## config.mk

```make
export PLATFORM = sky130hd
export DESIGN_NAME = brb_ctrl
export DESIGN_NICKNAME = d
export VERILOG_FILES = /design/src/hdl/brb_pkg.sv /design/src/hdl/brb_ctrl.sv
export SDC_FILE = /design/constraint.sdc
export NUM_CORES = 1
export LEC_CHECK = 0
export BUFFER_PORTS_ARGS = -buffer_cell sky130_fd_sc_hd__buf_4
export CAP_MARGIN = 20
export CORE_MARGIN = 5
export CORE_UTILIZATION = 29
export DETAILED_ROUTE_END_ITERATION = 8
export PLACE_DENSITY = 0.48
export SLEW_MARGIN = 10
export SYNTH_ARGS = -nofsm -noshare
export SYNTH_HDL_FRONTEND = slang
export SYNTH_SLANG_ARGS = --single-unit
```

## constraint.sdc

```tcl
create_clock -name clk -period 12.07 [get_ports clk]
set_clock_uncertainty 0.15 [all_clocks]
set_input_delay 1.207 -clock clk [delete_from_list [all_inputs] [get_ports clk]]
set_output_delay 1.207 -clock clk [all_outputs]
set_load 0.01 [all_outputs]
```

## src/hdl/brb_pkg.sv

```systemverilog
`timescale 1ns / 1ps
// Shared types and codes for the byte ring buffer with burst admission.
// No dependencies; imported by brb_ctrl and byte_ring_buffer_burst.
package brb_pkg;

	localparam int CFG_W = 11;

	localparam logic REQ_WRITE = 1'b0;
	localparam logic REQ_READ  = 1'b1;

	localparam logic [1:0] CFG_LEN  = 2'd0;
	localparam logic [1:0] CFG_THR  = 2'd1;
	localparam logic [1:0] CFG_PORT = 2'd2;

	typedef enum logic [1:0] {
		ST_IDLE = 2'b01,
		ST_READ = 2'b10
	} state_t;

	typedef struct packed {
		logic       rd;
		logic       last;
		logic       acc;
		logic [6:0] count;
		logic       kick;
		logic [7:0] port;
		logic       fso;
		logic [9:0] level;
	} res_t;

endpackage

```

## src/hdl/brb_ctrl.sv

```systemverilog
`timescale 1ns / 1ps
// Ring index, burst admission and read streaming control for the byte ring buffer.
// Depends on brb_pkg; drives the ring memory ports and the result register.
module brb_ctrl import brb_pkg::*; #(
	parameter int RING_DEPTH = 1024,
	parameter int MAX_BURST  = 64,
	localparam int IDX_W = $clog2(RING_DEPTH),
	localparam int LEN_W = $clog2(RING_DEPTH + 1)
) (
	input  logic             clk,
	input  logic             arst_n,
	input  logic             start,
	input  logic             req_type,
	input  logic [7:0]       data_byte,
	input  logic [6:0]       burst_length,
	input  logic [6:0]       read_length,
	input  logic [LEN_W-1:0] ring_len,
	input  logic [9:0]       frame_thr,
	input  logic [7:0]       port_id,
	input  logic             idx_clear,
	output logic             busy,
	output logic             ram_we,
	output logic [IDX_W-1:0] ram_waddr,
	output logic [7:0]       ram_wdata,
	output logic             ram_re,
	output logic [IDX_W-1:0] ram_raddr,
	output logic             res_valid,
	output res_t             res
);

	state_t           state_q;
	logic [IDX_W-1:0] wr_idx_q, rd_idx_q, level_q;
	logic [6:0]       rem_q, total_q, cnt_q, left_q;
	logic             ok_q;
	logic             res_valid_q;
	res_t             res_q;

	logic             accept, is_write, is_read;
	logic             new_burst, wr_ok;
	logic [6:0]       bl, wr_total, wr_rem, want, rd_cnt;
	logic [LEN_W-1:0] free_cur, free_next;
	logic [IDX_W-1:0] lvl_next, wr_idx_nxt, rd_idx_nxt;
	logic             fso_next;
	res_t             res_d;

	function automatic logic [IDX_W-1:0] next_idx(input logic [IDX_W-1:0] i,
		input logic [LEN_W-1:0] len);
		logic [LEN_W-1:0] n;
		n = LEN_W'(i) + LEN_W'(1);
		return (n >= len) ? '0 : IDX_W'(n);
	endfunction

	assign accept   = start && (state_q == ST_IDLE);
	assign is_write = accept && (req_type == REQ_WRITE);
	assign is_read  = accept && (req_type == REQ_READ);
	assign busy     = (state_q == ST_READ);

	assign free_cur = ring_len - LEN_W'(level_q) - LEN_W'(1);

	always_comb begin
		if (burst_length == 7'd0) begin
			bl = 7'd1;
		end else if (32'(burst_length) > MAX_BURST) begin
			bl = 7'(MAX_BURST);
		end else begin
			bl = burst_length;
		end
		want = (32'(read_length) > MAX_BURST) ? 7'(MAX_BURST) : read_length;
		rd_cnt = (32'(want) <= 32'(level_q)) ? want : 7'(level_q);
	end

	assign new_burst = (rem_q == 7'd0);
	assign wr_ok     = new_burst ? (32'(free_cur) >= 32'(bl)) : ok_q;
	assign wr_total  = new_burst ? bl : total_q;
	assign wr_rem    = (new_burst ? bl : rem_q) - 7'd1;

	assign wr_idx_nxt = next_idx(wr_idx_q, ring_len);
	assign rd_idx_nxt = next_idx(rd_idx_q, ring_len);

	// level after this result, then free-space test against the frame threshold
	always_comb begin
		if (busy) begin
			lvl_next = level_q - IDX_W'(1);
		end else if (is_write && wr_ok) begin
			lvl_next = level_q + IDX_W'(1);
		end else begin
			lvl_next = level_q;
		end
		free_next = ring_len - LEN_W'(lvl_next) - LEN_W'(1);
		fso_next  = (32'(free_next) >= 32'(frame_thr));
	end

	assign ram_we    = is_write && wr_ok;
	assign ram_waddr = wr_idx_q;
	assign ram_wdata = data_byte;
	assign ram_re    = busy;
	assign ram_raddr = rd_idx_q;

	always_comb begin
		res_d       = '0;
		res_d.fso   = fso_next;
		res_d.level = 10'(lvl_next);
		if (busy) begin
			res_d.rd    = 1'b1;
			res_d.last  = (left_q == 7'd1);
			res_d.count = (left_q == 7'd1) ? cnt_q : 7'd0;
		end else if (is_write) begin
			res_d.acc = wr_ok;
			if (wr_rem == 7'd0) begin
				res_d.last  = 1'b1;
				res_d.count = wr_ok ? wr_total : 7'd0;
				res_d.kick  = wr_ok;
				res_d.port  = wr_ok ? port_id : 8'd0;
			end
		end else begin
			// empty read: one result flagged last
			res_d.last = 1'b1;
		end
	end

	always_ff @(posedge clk or negedge arst_n) begin
		if (!arst_n) begin
			state_q     <= ST_IDLE;
			wr_idx_q    <= '0;
			rd_idx_q    <= '0;
			level_q     <= '0;
			rem_q       <= '0;
			total_q     <= '0;
			ok_q        <= 1'b0;
			cnt_q       <= '0;
			left_q      <= '0;
			res_valid_q <= 1'b0;
		end else begin
			// a read that finds data answers only from its streaming cycles
			res_valid_q <= busy || is_write || (is_read && rd_cnt == 7'd0);
			if (idx_clear) begin
				wr_idx_q <= '0;
				rd_idx_q <= '0;
				level_q  <= '0;
				ok_q     <= 1'b0;
			end else begin
				case (state_q)
					ST_IDLE: begin
						if (is_write) begin
							rem_q   <= wr_rem;
							total_q <= wr_total;
							ok_q    <= wr_ok;
							level_q <= lvl_next;
							if (wr_ok) begin
								wr_idx_q <= wr_idx_nxt;
							end
						end else if (is_read && rd_cnt != 7'd0) begin
							cnt_q   <= rd_cnt;
							left_q  <= rd_cnt;
							state_q <= ST_READ;
						end
					end
					ST_READ: begin
						// advance one byte per cycle until the request is drained
						rd_idx_q <= rd_idx_nxt;
						level_q  <= lvl_next;
						left_q   <= left_q - 7'd1;
						if (left_q == 7'd1) begin
							state_q <= ST_IDLE;
						end
					end
					default: begin
						state_q <= ST_IDLE;
					end
				endcase
			end
		end
	end

	always_ff @(posedge clk) begin
		if (busy || accept) begin
			res_q <= res_d;
		end
	end

	assign res_valid = res_valid_q;
	assign res       = res_q;

endmodule

```

==> results of run 1 <==
sequential cells by signal, summed over array words and instances (netlist names):
signal     flops
left_q         7
rem_q          7
total_q        7
ok_q           1
level_q       10
ram_waddr     10
state_q        2
res           30
cnt_q          7
res_valid      1
ram_raddr     10
synthesized netlist by cell type, drive strengths merged (4+ instances only):
cell	instances
o211ai	10
dfrtp	61
nor3	27
a22o	12
a21o	23
nand2	80
nand2b	9
a21oi	49
xor2	13
mux2i	7
and3	26
nand4	10
inv	63
edfxtp	30
nor4	9
clkbuf	21
a2111oi	4
o21a	9
mux2	11
a211oi	8
nor2	54
buf	12
xnor2	27
o22ai	6
nand3	20
ha	72
a31oi	5
nor3b	4
nor2b	10
or3	12
o21ai	48
logic make-up (layout without fill, tap and decap cells):
group	Yosys count	after routing	share of synthesized area, %
fa+ha+maj	74	74	13.0
mux	18	18	2.75
buf+inv	98	185	6.09
xor+xnor	40	40	4.87
simple gates	275	275	18.9
compound gates	212	212	20.2
flops	92	92	34.1
power groups by stage:
stage | clock (uW) | combinational, uW | sequential (uW)
after floorplan | 0 | 647 | 524
after global placement | 0 | 937 | 528
after detailed placement | 0 | 934 | 526
after CTS | 289 | 942 | 522
after global routing | 301 | 1050 | 535
final | 280 | 934 | 522
worst register-to-register path, delay by kind of cell (launching register included):
family | cells | cell delay [ps]
adders and majority gates | 5 | 1450
xor gates and xnor gates | 3 | 540
and+or+nand+nor | 9 | 1070
DFF | 1 | 570
AOI/OAI and AO/OA | 13 | 3170
buffers and inverters | 3 | 380
worst max-delay path by stage:
| stage | cells past startpoint | slack, ps | start | to |
|---|---|---|---|---|
| global route | 33 | 3710 | ring_len[0] | res[10] |
| CTS | 33 | 4270 | ring_len[0] | res[10] |
| floorplan | 33 | 4850 | ring_len[0] | res[10] |
| finish | 33 | 4270 | ring_len[0] | res[10] |
| global placement | 33 | 4030 | ring_len[0] | res[10] |
| detailed placement | 33 | 3910 | ring_len[0] | res[10] |
per-stage QoR:
step	power (uW)	cell area (um2)	setup slack [ps]	util, %	std cells
floorplan	1170	7190	4850	-	809
global placement	1470	8170	4030	33.5	1203
detailed placement	1460	8170	3910	33.5	1203
CTS	1750	8460	4270	34.7	1219
global route	1890	8460	3710	34.7	1220
finish	1740	8460	4270	34.7	1220
routing by layer:
layer  up-vias  global-route usage, %
met2       171                   23.0
li1       3098                      -
met4         0                   4.45
met1      2853                   21.3
met3        31                   2.83
met5         -                      0
area by class of cell:
cell class,instances,area share [%]
clock buffers,9,2.66
clock inverters,7,0.724
inverters,65,2.88
multi-input cells,619,50.8
flip-flops and latches,92,29.0
well taps,324,4.79
repair buffers,104,9.20
cells in the final DEF (no fill, tap or decap), drive strengths merged, types with 4 or more instances in the layout:
| master | instances |
|---|---|
| a2111oi | 4 |
| a211oi | 8 |
| a21o | 23 |
| a21oi | 49 |
| a22o | 12 |
| a31oi | 5 |
| and3 | 26 |
| buf | 104 |
| clkbuf | 9 |
| clkinvlp | 4 |
| dfrtp | 61 |
| edfxtp | 30 |
| ha | 72 |
| inv | 65 |
| mux2 | 11 |
| mux2i | 7 |
| nand2 | 80 |
| nand2b | 9 |
| nand3 | 20 |
| nand4 | 10 |
| nor2 | 54 |
| nor2b | 10 |
| nor3 | 27 |
| nor3b | 4 |
| nor4 | 9 |
| o211ai | 10 |
| o21a | 9 |
| o21ai | 48 |
| o22ai | 6 |
| or3 | 12 |
| xnor2 | 27 |
| xor2 | 13 |
==> results_dict.tcl, run 1 <==
set metrics [dict create \
    status "finished, final reports clean" \
    wl_met2_um 9340 \
    combPwrFrac_pct 53.8 \
    rsz0062_at_grt "no" \
    crit_top_cell "ha_1" \
    start_util_pct 29.5 \
    grt_pass1_vias 5985 \
    cp-start-kind "input port" \
    ys_warn_count 0 \
    synth-edff-count 30 \
    synth_top_area_share_pct 21.2 \
    post-route-period-util_pct 64.6 \
    worstRegToRegCells 33 \
    critPathRequiredTime_ps 12030 \
    drc_errors 0 \
    leakagePower_uw 0.00396 \
    cpPeakStageDelay_ps 580 \
    syn-num-nets 938 \
    grt_max_degree 63 \
    post_cts_buffers 0 \
    arrival_ps 7760 \
    synthArstFlopShare_pct 67.4 \
    core_mm2 0.0244 \
    final_hold_viol_count 0 \
    die-area_mm2 0.0280 \
    clock_latency_ps 350 \
    gp_congestion 0.857 \
    postSynthCellCount 809 \
    multi_input_area_mm2 0.00430 \
    io_pins 118 \
    port_buffers 101 \
    ff_latch_area_mm2 0.00245 \
    critPathKind "input port to flip-flop" \
    ys_seq_area_share_pct 34.1 \
    hold_path_startpoint "total_q[5]" \
    n_antenna_cell 0 \
    drt_iter0_markers 405 \
    crit_path_end_kind "flip-flop" \
    hpwl_um 16600 \
    clock.fmax_mhz 128 \
    track_usage_pct 14.9 \
    crit_slowest_cell "a2111o_1" \
    min_period_ps 7800 \
    die_w_um 167 \
    setup-tns-final_ps 0 \
    sw_frac_of_total_pct 43.5 \
    cts_hold_buf 0 \
    route.met3.wl_um 1010 \
    die_height_um 167 \
    syn_to_final_growth_pct 17.8 \
    rows 57 \
    reg2reg_from "level_q[0]" \
    synthDistinctLibCells 75 \
    pwr-share-clk_pct 16.1 \
    crit_fanout 9 \
    p_int_uw 980 \
    antenna_found_initial 0 \
    hold_path_depth 2 \
    cts_tree "built" \
    ant_nets 0 \
    relSlewSlack_pct 38.4 \
    routedWlPerCell_um 17.4 \
    yosys_most_used_dff "dfrtp_1" \
    vdd.ir_drop.worst_v 0.0000922 \
    via_count 6153 \
    routed_wl_um 21300 \
    first_pass_iters 5 \
    layout-drive-gt1-share_pct 16.7 \
    power-per-cell-area_mw_per_mm2 205 \
    cts_root_buf "clkbuf_16" \
    cts.clk_slew.worst_paths_ps 70 \
    clockBufferDepth 2 \
    post-synth-top-area-cell "dfrtp_1" \
    synth_seq_cells 92 \
    tightestPinTransition_ps 917 \
    seqPwrFrac_pct 30.1 \
    p_sw_uw 756 \
    worstHoldEndpoint "total_q[5]" \
    r2r-end "res[10]" \
    cts_sinks 92 \
    h-tree-depth 3 \
    wirelength_met1_um 10400 \
    top_layer "met4" \
    synth.cell_area_mm2 0.00719 \
    worstHoldPathType "flip-flop to flip-flop" \
    finalSetupViolations 0 \
    synth_area_per_cell_um2 8.88 \
    synth.area.top_cells "dfrtp_1, edfxtp_1, ha_1, nand2_1, a21oi_1" \
    nets 1020 \
    crit_family "compound AO/OA/AOI/OAI gates" \
    grt_pass1_wl_um 33700 \
    cts_made_buffers 9 \
    cap_violations 0 \
    critical_path_buf_inv_count 3 \
    reg2reg_slack_ps 4510 \
    cts_resized 0 \
    slew_viol_final 0 \
    nFillCells 2581 \
    grt_overflow 0 \
    fin_hold_ws_ps 335 \
    routed_via_density 5.04 \
]
Power figures use the tool's default switching activity.
==> run 2: changes to the inputs <==
PLACE_DENSITY = 0.49   (was 0.48)
clock period = 7 ns   (was 12.07 ns; I/O delays follow)
==> run 2 against run 1 <==
Effect of this change:
- register-to-register slack got worse by 4000 ps
- combinational power is 91% higher
- hold slack got worse by 41 ps
- non-clock buffer count rose by 40
- via count is 2.8% higher
- sequential power is 68% higher
- critical path type unchanged
- largest power group unchanged
- highest routed layer unchanged
==> results_dict.tcl, run 2 (synthesis gave the netlist of run 1 again) <==
set metrics [dict create \
    rsz0062_at_grt "no" \
    setup-tns-final_ps 0 \
    reg2reg_from "level_q[0]" \
    cts.clk_slew.worst_paths_ps 70 \
    cts_made_buffers 9 \
    drc_errors 0 \
    grt_pass1_wl_um 34100 \
    use_met2_pct 24.4 \
    final_common_cell "buf_4" \
    die_w_um 167 \
    routedWlPerCell_um 17.0 \
    leakagePower_uw 0.00418 \
    core_mm2 0.0244 \
    start_util_pct 29.5 \
    first_pass_iters 5 \
    cpPeakStageDelay_ps 440 \
    post-route-period-util_pct 93.2 \
    min_period_ps 6520 \
    crit_path_end_kind "flip-flop" \
    seqPwrFrac_pct 27.4 \
    largest_reg_flops 30 \
    track_usage_pct 15.1 \
    tightestPinTransition_ps 920 \
    routed_wl_um 21400 \
    io_pins 118 \
    drt_iter0_markers 319 \
    cp-start-kind "input port" \
    reg2reg_slack_ps 500 \
    setup_slack_ps 478 \
    clock.fmax_mhz 153 \
    busiest_layer "met2" \
    use_met1_pct 20.7 \
    combPwrFrac_pct 55.6 \
    finalSetupViolations 0 \
    clockBufferDepth 2 \
    pwr-share-clk_pct 17.0 \
    cts_tree "built" \
    routed_via_density 5.02 \
    p_int_uw 1870 \
    arrival_ps 6480 \
    cts_root_buf "clkbuf_16" \
    slew_viol_final 0 \
    worstHoldPathType "input port to asynchronous set/reset pin" \
    via_count 6326 \
    vdd.ir_drop.worst_v 0.000187 \
    cap_violations 0 \
    r2r-end "res[10]" \
    relSlewSlack_pct 38.4 \
    ant_nets 0 \
    antenna_found_initial 0 \
    grt_pass1_vias 6282 \
    die_height_um 167 \
    final_cell_mix "buf_4, nand2_1, ha_1" \
    worstRegToRegCells 33 \
    cts_sinks 92 \
    post-place-ws_ps -182 \
    critPathRequiredTime_ps 6950 \
    h-tree-depth 3 \
    sw_frac_of_total_pct 41.6 \
    crit_fanout 3 \
    port_buffers 101 \
    cts_hold_buf 0 \
    crit_slowest_cell "a2111o_1" \
    rows 57 \
    final_hold_viol_count 0 \
    critPathKind "input port to flip-flop" \
    power-per-cell-area_mw_per_mm2 361 \
    die-area_mm2 0.0280 \
    grt_max_degree 63 \
    nets 1060 \
    met3_usage_pct 3.06 \
    clock_latency_ps 350 \
    status "finished, final reports clean" \
    syn_to_final_growth_pct 23.1 \
    p_sw_uw 1330 \
    gp_congestion 0.848 \
    nFillCells 2549 \
    n_antenna_cell 0 \
    grt_overflow 0 \
    hpwl_um 16900 \
    layout-drive-gt1-share_pct 21.4 \
    fin_hold_ws_ps 293 \
]
-- run 2: cell types whose count changed in the layout (fill, tap and decap cells not counted), moves of 2 or more --
cell,change
ha_2,+2
a211oi_1,-2
bufinv_16,+2
ha_1,-2
buf_4,+41
inv_8,-2
a211oi_2,+2
-- run 2: power by group through the flow --
stage / clock network, uW / logic (uW) / registers [uW]
floorplan: 0 / 1120 / 904
global placement: 0 / 1750 / 886
finish: 543 / 1780 / 876
detailed placement: 0 / 1750 / 884
CTS: 557 / 1770 / 876
global route: 575 / 1990 / 902
-- run 2: final cells by class --
cell class / count / area [um2] / share of cell area [%]
clock buffers: 9 / 225 / 2.55
clock inverters: 7 / 100 / 1.13
well taps: 324 / 405 / 4.58
multi-input cells: 619 / 4330 / 49.0
flip-flops and latches: 92 / 2450 / 27.7
repair buffers: 144 / 1080 / 12.2
inverters: 65 / 248 / 2.80
-- run 2: how the worst max path moves through the flow --
stage,from,to,depth (start not counted)
5_1_grt,level_q[0],res[10],33
2_1_floorplan,level_q[0],res[10],35
3_5_place_dp,ring_len[0],res[10],33
6_report,ring_len[0],res[10],33
4_1_cts,ring_len[0],res[10],33
3_3_place_gp,ring_len[0],res[10],33
-- run 2: worst max-delay path, delay by kind of cell --
kind | cells | cell delay (ps)
and+or+nand+nor | 9 | 940
buffers and inverters | 3 | 270
adders and majority gates | 5 | 1360
AOI/OAI and AO/OA | 13 | 2730
xor gates and xnor gates | 3 | 490
-- run 2: per-stage QoR --
stage	area [um2]	utilization [%]	instances	total power, uW
after CTS	8800	36.1	1259	3200
after detailed placement	8470	34.7	1243	2640
after global routing	8840	36.3	1260	3460
after global placement	8470	34.7	1243	2640
final	8840	36.3	1260	3200
after floorplan	7190	-	809	2020
-- run 2: per-layer routing --
metal	up-vias	share of wire, %	routed length (um)
met4	0	2.3	489
met2	149	46	9760
li1	3184	-	-
met5	-	0	0
met3	34	4.4	949
met1	2959	48	10200
-- run 2: repair_timing --
action	in CTS	in global routing
endpoints found under the setup margin	0	1
buffers inserted	0	1
resized for setup	0	10
